$ cat config.mk
export PLATFORM = sky130hd
export DESIGN_NAME = brq_front
export DESIGN_NICKNAME = d
export VERILOG_FILES = /design/src/design/brq_pkg.sv /design/src/design/brq_front.sv
export SDC_FILE = /design/constraint.sdc
export NUM_CORES = 1
export LEC_CHECK = 0
export BUFFER_PORTS_ARGS = -buffer_cell sky130_fd_sc_hd__buf_4
export CORE_AREA = 2 2 128 130
export DETAILED_ROUTE_END_ITERATION = 16
export DIE_AREA = 0 0 130 132
export HOLD_SLACK_MARGIN = 0.03
export PLACE_DENSITY_LB_ADDON = 0.25
export SLEW_MARGIN = 20
export SYNTH_ARGS = -nofsm -noshare
export SYNTH_HDL_FRONTEND = slang
export SYNTH_SLANG_ARGS = --single-unit
$ cat constraint.sdc
create_clock -name clk -period 4.4 [get_ports clk]
set_clock_uncertainty 0.05 [all_clocks]
set_input_delay 0.88 -clock clk [delete_from_list [all_inputs] [get_ports clk]]
set_output_delay 0.88 -clock clk [all_outputs]
set_load 0.02 [all_outputs]
$ cat src/design/brq_pkg.sv
// ----------------------------------------------------------------------------
// brq_pkg
// Shared constants and types of the bitrate admission queue.
// ----------------------------------------------------------------------------
package brq_pkg;

  localparam int QUEUE_DEPTH = 256;
  localparam int AW = $clog2(QUEUE_DEPTH);
  localparam int CW = AW + 1;

  localparam int HDR_W  = 43;
  localparam int DESC_W = 32;

  localparam logic CMD_ENQ = 1'b0;
  localparam logic CMD_DEQ = 1'b1;

  localparam logic [2:0] ST_STORED   = 3'd0;
  localparam logic [2:0] ST_REJECT   = 3'd1;
  localparam logic [2:0] ST_BITRATE  = 3'd2;
  localparam logic [2:0] ST_DEQUEUED = 3'd3;
  localparam logic [2:0] ST_EMPTY    = 3'd4;

  localparam logic [1:0] POS_FIRST = 2'd0;
  localparam logic [1:0] POS_LAST  = 2'd2;
  localparam logic [1:0] POS_SOLO  = 2'd3;

  typedef struct packed {
    logic        cmd;
    logic        scan;
    logic [15:0] packet_handle;
    logic [15:0] packet_length;
    logic        udp_flag;
    logic [31:0] msg_number;
    logic [7:0]  prio_level;
    logic [1:0]  position;
    logic [31:0] pkt_bitrate;
  } cmd_t;

  typedef struct packed {
    logic [31:0] bandwidth;
    logic [23:0] byte_limit;
    logic [8:0]  packet_limit;
  } cfg_t;

endpackage

$ cat src/design/brq_front.sv
// ----------------------------------------------------------------------------
// brq_front
// Accept input beats, classify them and hold them in a two-entry queue.
// ----------------------------------------------------------------------------
module brq_front
  import brq_pkg::*;
(
  input  logic         clk,
  input  logic         rst,
  input  logic         s_tvalid,
  output logic         s_tready,
  input  logic [111:0] s_tdata,
  input  logic         s_tuser,
  output logic         cq_valid,
  output cmd_t         cq_data,
  input  logic         cq_pop
);

  cmd_t       slot [2];
  logic       wp;
  logic       rp;
  logic [1:0] fill;
  cmd_t       c;
  logic       push;

  always_comb begin
    c.cmd           = s_tuser;
    c.packet_handle = s_tdata[15:0];
    c.packet_length = s_tdata[31:16];
    c.udp_flag      = s_tdata[32];
    c.msg_number    = s_tdata[64:33];
    c.prio_level    = s_tdata[72:65];
    c.position      = s_tdata[74:73];
    c.pkt_bitrate   = s_tdata[107:76];
    c.scan          = s_tdata[32] && s_tdata[75] &&
                      (s_tdata[74:73] == POS_LAST || s_tdata[74:73] == POS_SOLO);
  end

  assign s_tready = (fill != 2'd2);
  assign push     = s_tvalid && s_tready;
  assign cq_valid = (fill != 2'd0);
  assign cq_data  = slot[rp];

  always_ff @(posedge clk) begin
    if (push) begin
      slot[wp] <= c;
    end
    if (rst) begin
      wp   <= 1'b0;
      rp   <= 1'b0;
      fill <= 2'd0;
    end else begin
      if (push) begin
        wp <= ~wp;
      end
      if (cq_pop) begin
        rp <= ~rp;
      end
      if (push && !cq_pop) begin
        fill <= fill + 2'd1;
      end else if (!push && cq_pop) begin
        fill <= fill - 2'd1;
      end
    end
  end

endmodule

==> metrics.cfg, run 1 <==
[outcome]
outcome=finished clean

[synthesis]
syn-cell-area_um2=8118
yosysUniqueCellTypes=20
synth-seq-cells=223
avgSynthCellArea_um2=22.30
synthesis.instances=364
syn-num-nets=482
ys_seq_area_frac=0.8187
ys_warn_count=0

[clock_tree]
clkTransAtPathRegs_ns=0.06
clkLatencyLatePin_ns=0.48
cts_setup_buffers=0
htree_levels=1
clockBufferDepth=3
cts-root-buf=clkbuf_16
cts_resized=0
cts_buffers=23
cts_tree=built
hold_buffers=0
clock_sinks=223

[worst_setup_path]
required_ns=3.47
end_kind=output port
slowest_delay_ns=0.82
worstPathMaxFanout=59
rrSetupSlack_ns=2.21
worst_path_max_delay_cell=dfxtp_4
reg2reg_depth=4
critPathTopFamily=flip-flops
cp-start-kind=flip-flop
path_buf_inv=2
r2r_end=slot[0][18]
cp.arrival_ns=2.35
crit_chain=buf_12 > mux2_2 > buf_4
reg2reg_from=fill[0]
worstSetupPathType=flip-flop to output port

[min_path]
worstHoldStart=fill[1]
holdPathStages=2
min_path_type=flip-flop to flip-flop
whs_endpoint=fill[1]

[sta]
clock.fmax_ghz=0.3053
layout_min_cycle_time_ns=3.275
period_share=0.7444
worst_pin_slew_ns=0.7544
final-setup-viol-count=0
slew_headroom=0.4971
rsz0062_at_grt=false
fin_setup_tns_ns=0
drv_slew=0
hold_violations=0
hold_ws_ns=0.4828

[drt]
drt-vias-per-instance=4.923
routedWlPerCell_um=17.67
post-route-drc-count=0
detail_route.first_pass.iterations=4
drt_iter0_markers=173
drtAntennaViolNets=0
num_vias=4111
drt-total-wl_mm=14.76

[placement]
io_buffers=223
place_congestion=0.7203
dp_hpwl_mm=9.745
dpl.cell_count=794

[finish]
nNetsFinal=721
antenna_cells=0
instances_no_fill=835
syn_to_final_growth_pct=32.60
final_core_util=0.6851
fill_cells=1051
drive_gt1_frac=0.6010

[floorplan]
num_rows=46
ios=228
die_y_um=132
start_util=0.5166
dieArea_um2=17160
die_w_um=130
coreArea_um2=15710

[global_route]
grt_util_met2=0.2917
grt_max_degree=60
grt_util_all_layers=0.1704
use_met3=0.06453
overflow=0
grt_pass1_vias=4441
met1_usage=0.1982
grt_pass1_wl_mm=22.67
antenna_found_initial=0
busiest_layer=met2

[power_and_ir_drop]
power_leakage_nw=4.031
vdd_ir_drop_max_v=0.0003160
totalPowerFinal_mw=5.354
p_per_area_nw_per_um2=497.4

[job]
maxCapViolations=0

-- sequential cells by signal, indices dropped and copies added (netlist names), named ones only --
register,flops
slot,218
rp,1
wp,1
fill,2
-- how the worst max path moves through the flow --
stage / end / slack (ns) / cells after the start
global placement: cq_data[32] / 1.64 / 3
finish: cq_data[9] / 1.12 / 3
CTS: cq_data[25] / 1.10 / 3
global route: cq_data[86] / 1.01 / 3
floorplan: slot[1][0] / 0.42 / 1
detailed placement: cq_data[25] / 1.63 / 3
-- metal layers --
metal | vias up | part of all wire
met1 | 2015 | 0.37
li1 | 1920 | -
met2 | 149 | 0.51
met3 | 27 | 0.096
met5 | - | 0
met4 | 0 | 0.022
-- cell type report --
class                           count  area [µm²]  share of cell area
Sequential cell                   223        6650              0.6178
Timing Repair Buffer              226        1734              0.1611
Multi-Input combinational cell    127        1390              0.1291
Clock buffer                       27       590.6             0.05486
Tap cell                          216       270.3             0.02511
Clock inverter                     14       118.9             0.01104
Inverter                            2       10.01           0.0009299
-- synth_stat cells (all sizes together) --
cell,number,area (µm²)
mux2,109,1265
a21bo,1,10.01
dfxtp,5,100.1
inv,2,7.510
nor2,3,11.26
and2,1,6.260
nand3b,1,7.510
buf,12,78.82
or2,1,6.260
xor2,2,17.52
edfxtp,218,6546
o21ai,1,5.000
nand2b,1,6.260
a21oi,2,10.01
and3,2,12.51
xnor2,1,8.760
ha,1,12.51
or3,1,6.260
-- kinds of logic (layout without fill, tap and decap cells) --
kind of cell,count (synthesis),in the layout,synth area share
compound gates,4,4,0.003082
xor+xnor,3,3,0.003237
fa+ha+maj,1,1,0.001541
buf+inv,14,269,0.01063
flops,223,223,0.8187
mux,109,109,0.1558
simple gates,10,10,0.006938
-- tightest hold or removal path, stage by stage (launching register included) --
cell and delay (ns):
dfxtp_1 0.33, o21ai_0 0.09, a21oi_1 0.07
-- report_power, final --
group	switching, mW	leakage (nW)	total, mW	internal [mW]
Clock	0.732	0.344	1.81	1.07
Combinational	0.485	1.61	0.906	0.421
Sequential	0.0655	2.08	2.64	2.58
Total	1.28	4.03	5.35	4.07
-- cells in the final DEF (no fill, tap or decap) --
| master | count |
|---|---|
| buf_4 | 223 |
| dfxtp_1 | 4 |
| or2_2 | 1 |
| or3_1 | 1 |
| xnor2_1 | 1 |
| o21ai_0 | 1 |
| clkinvlp_4 | 2 |
| nand2b_1 | 1 |
| clkinv_1 | 5 |
| dfxtp_4 | 1 |
| clkbuf_16 | 23 |
| inv_4 | 1 |
| buf_12 | 3 |
| and2_1 | 1 |
| and3_4 | 1 |
| clkbuf_1 | 4 |
| nand3b_1 | 1 |
| a21oi_1 | 2 |
| xor2_1 | 2 |
| nor2_1 | 3 |
| mux2_2 | 99 |
| mux2_4 | 10 |
| and3_1 | 1 |
| bufinv_16 | 2 |
| clkinv_2 | 5 |
| edfxtp_1 | 218 |
| ha_1 | 1 |
| inv_1 | 1 |
| a21bo_2 | 1 |
-- metrics by stage --
step | instance area, µm² | setup WS, ns
after global placement | 10050 | 1.638
after global routing | 10760 | 1.014
after floorplan | 8118 | 0.4201
after CTS | 10760 | 1.100
after detailed placement | 10050 | 1.634
final | 10760 | 1.125
Note: power is estimated with default switching activity, not from simulation.
==> run 2: changes to the inputs <==
==> constraint.sdc (replaced) <==
create_clock -name clk -period 3.3 [get_ports clk]
set_clock_uncertainty 0.05 [all_clocks]
set_input_delay 0.66 -clock clk [delete_from_list [all_inputs] [get_ports clk]]
set_output_delay 0.66 -clock clk [all_outputs]
set_load 0.02 [all_outputs]
==> run 2 against run 1 <==
Against the previous run: critical path depth stayed put; combinational power is 36% higher; clock power grew 38%; first-iteration DRC count increased by 8.7%; global-route usage decreased by 0.38 points; sequential power rose by 33%; via count is essentially flat; die area is the same; final cell count increased by 0.60%; wire length rose by 0.64%.
==> metrics.cfg, run 2 (synthesis results as in run 1) <==
[drt]
routedWlPerCell_um=17.68  ; was 17.67 µm
drt-total-wl_mm=14.85  ; was 14.76 mm
num_vias=4115  ; was 4111
drt-vias-per-instance=4.899  ; was 4.923
drt_iter0_markers=188  ; was 173
post-route-drc-count=0  ; unchanged
detail_route.first_pass.iterations=4  ; unchanged
drtAntennaViolNets=0  ; unchanged

[floorplan]
start_util=0.5166  ; unchanged
num_rows=46  ; unchanged
dieArea_um2=17160  ; unchanged
coreArea_um2=15710  ; unchanged
die_w_um=130  ; unchanged
die_y_um=132  ; unchanged
ios=228  ; unchanged

[clock_tree]
htree_levels=1  ; unchanged
clockBufferDepth=3  ; unchanged
cts_buffers=23  ; unchanged
cts_resized=0  ; unchanged
clock_sinks=223  ; unchanged
hold_buffers=0  ; unchanged
cts_setup_buffers=0  ; unchanged
cts-root-buf=clkbuf_16  ; unchanged
cts_tree=built  ; unchanged
clkTransAtPathRegs_ns=0.06  ; about the same
clkLatencyLatePin_ns=0.49  ; was 0.48 ns

[finish]
largest_reg_flops=218  ; unchanged
syn_to_final_growth_pct=33.46  ; was 32.60%
layout_commonest_cell=buf_4  ; unchanged
reg_top3=slot: 218 flops, fill: 2 flops  ; unchanged
drive_gt1_frac=0.6051  ; was 0.6010
multi_input_comb_area_um2=1390  ; unchanged
final_cell_mix=buf_4, edfxtp_1, mux2_2  ; unchanged
seq_area_um2=6650  ; unchanged
regMostFlops=slot  ; unchanged
nNetsFinal=725  ; was 721
fill_cells=1077  ; was 1051

[sta]
final-setup-viol-count=0  ; unchanged
layout_min_cycle_time_ns=2.674
period_share=0.8102
drv_slew=0  ; unchanged
rsz0062_at_grt=false  ; unchanged
worst_pin_slew_ns=0.6918  ; was 0.7544 ns
slew_headroom=0.5388  ; was 0.4971
clock.fmax_ghz=0.3740
fin_setup_tns_ns=0  ; unchanged
fin_ws_ns=0.6262  ; was 1.125 ns
hold_violations=0  ; unchanged

[outcome]
outcome=finished clean  ; unchanged

[power_and_ir_drop]
p_int_mw=5.515  ; was 4.072 mW
p_seq_frac=0.485  ; was 0.494
p_switching_mw=1.725  ; was 1.282 mW
swShare=0.2383  ; was 0.2395
power_leakage_nw=4.065  ; was 4.031 nW
vdd_ir_drop_max_v=0.0005011  ; was 0.0003160 V
combPwrFrac=0.170  ; was 0.169
p_per_area_nw_per_um2=668.3  ; was 497.4 nW/µm²
power_frac_clock=0.345  ; was 0.337

[worst_setup_path]
cp.arrival_ns=1.96  ; was 2.35 ns
worstSetupPathType=flip-flop to output port  ; unchanged
required_ns=2.59  ; was 3.47 ns
worstPathMaxFanout=55  ; was 59
slowest_delay_ns=0.55  ; was 0.82 ns
crit_chain=buf_12 > mux2_2 > buf_4  ; unchanged
cp-start-kind=flip-flop  ; unchanged
end_kind=output port  ; unchanged
reg2reg_depth=3  ; was 4
worst_path_max_delay_cell=dfxtp_4  ; unchanged

[placement]
dp_hpwl_mm=9.627  ; was 9.745 mm
io_buffers=223  ; unchanged
place_congestion=0.7284  ; was 0.7203
place_ws_ns=1.126  ; was 1.634 ns

[global_route]
grt_util_all_layers=0.1665  ; was 0.1704
overflow=0  ; unchanged
use_met3=0.07346  ; was 0.06453
met1_usage=0.1858  ; was 0.1982
grt_pass1_vias=4394  ; was 4441
busiest_layer=met2  ; unchanged
grt_pass1_wl_mm=22.26  ; was 22.67 mm
grt_max_degree=77  ; was 60
antenna_found_initial=1  ; was 0
grt_util_met2=0.2882  ; was 0.2917

[min_path]
min_path_type=input pin to flip-flop  ; was flip-flop to flip-flop
holdPathStages=1  ; was 2

[job]
maxCapViolations=0  ; unchanged

[run 2: power by group through the flow]
| stage | Clock, mW | Combinational, mW | Sequential, mW |
|---|---|---|---|
| finish | 2.50 | 1.23 | 3.51 |
| CTS | 2.56 | 1.25 | 3.51 |
| global route | 2.67 | 1.31 | 3.53 |
| global placement | 0 | 1.23 | 3.55 |
| detailed placement | 0 | 1.24 | 3.57 |
| floorplan | 0 | 0.707 | 3.55 |
[run 2: final timing paths]
path,from,endpoint,slack [ns]
worst max-delay path,flip-flop,cq_data[85],0.63
worst min-delay path,s_tdata[51],slot[0][60],0.30
worst max register to register,fill[0],slot[1][14],1.29
worst min register to register,rp,rp,0.47
[run 2: cell type report]
class,count,share of cell area
Clock buffer,27,0.05451
Inverter,2,0.001039
Timing Repair Buffer,230,0.1640
Tap cell,216,0.02495
Clock inverter,14,0.01317
Antenna cell,1,0.0002310
Multi-Input combinational cell,127,0.1283
Sequential cell,223,0.6138
[run 2: stage by stage]
step           hold WS [ns]  instance area [µm²]  instances    util  total power, mW
6_report             0.3016                10830        840  0.6895            7.241
5_1_grt              0.2812                10830        839  0.6894            7.508
4_1_cts              0.2835                10830        839  0.6894            7.319
3_5_place_dp         0.4528                10100        798  0.6427            4.813
3_3_place_gp         0.4341                10100        798  0.6427            4.777
2_1_floorplan        0.4108                 8123        364       -            4.257
[run 2: per-layer routing]
layer,routed length [µm],share of wire,vias to the layer above
met3,1689,0.11,26
met4,319,0.021,0
li1,-,-,1936
met5,0,0,-
met2,7357,0.50,166
met1,5486,0.37,1987
[run 2: worst max-delay path, delay by kind of cell (launching register included)]
family	cells	cell delay, ns
buffers and inverters	2	0.49
muxes	1	0.40
DFF	1	0.55
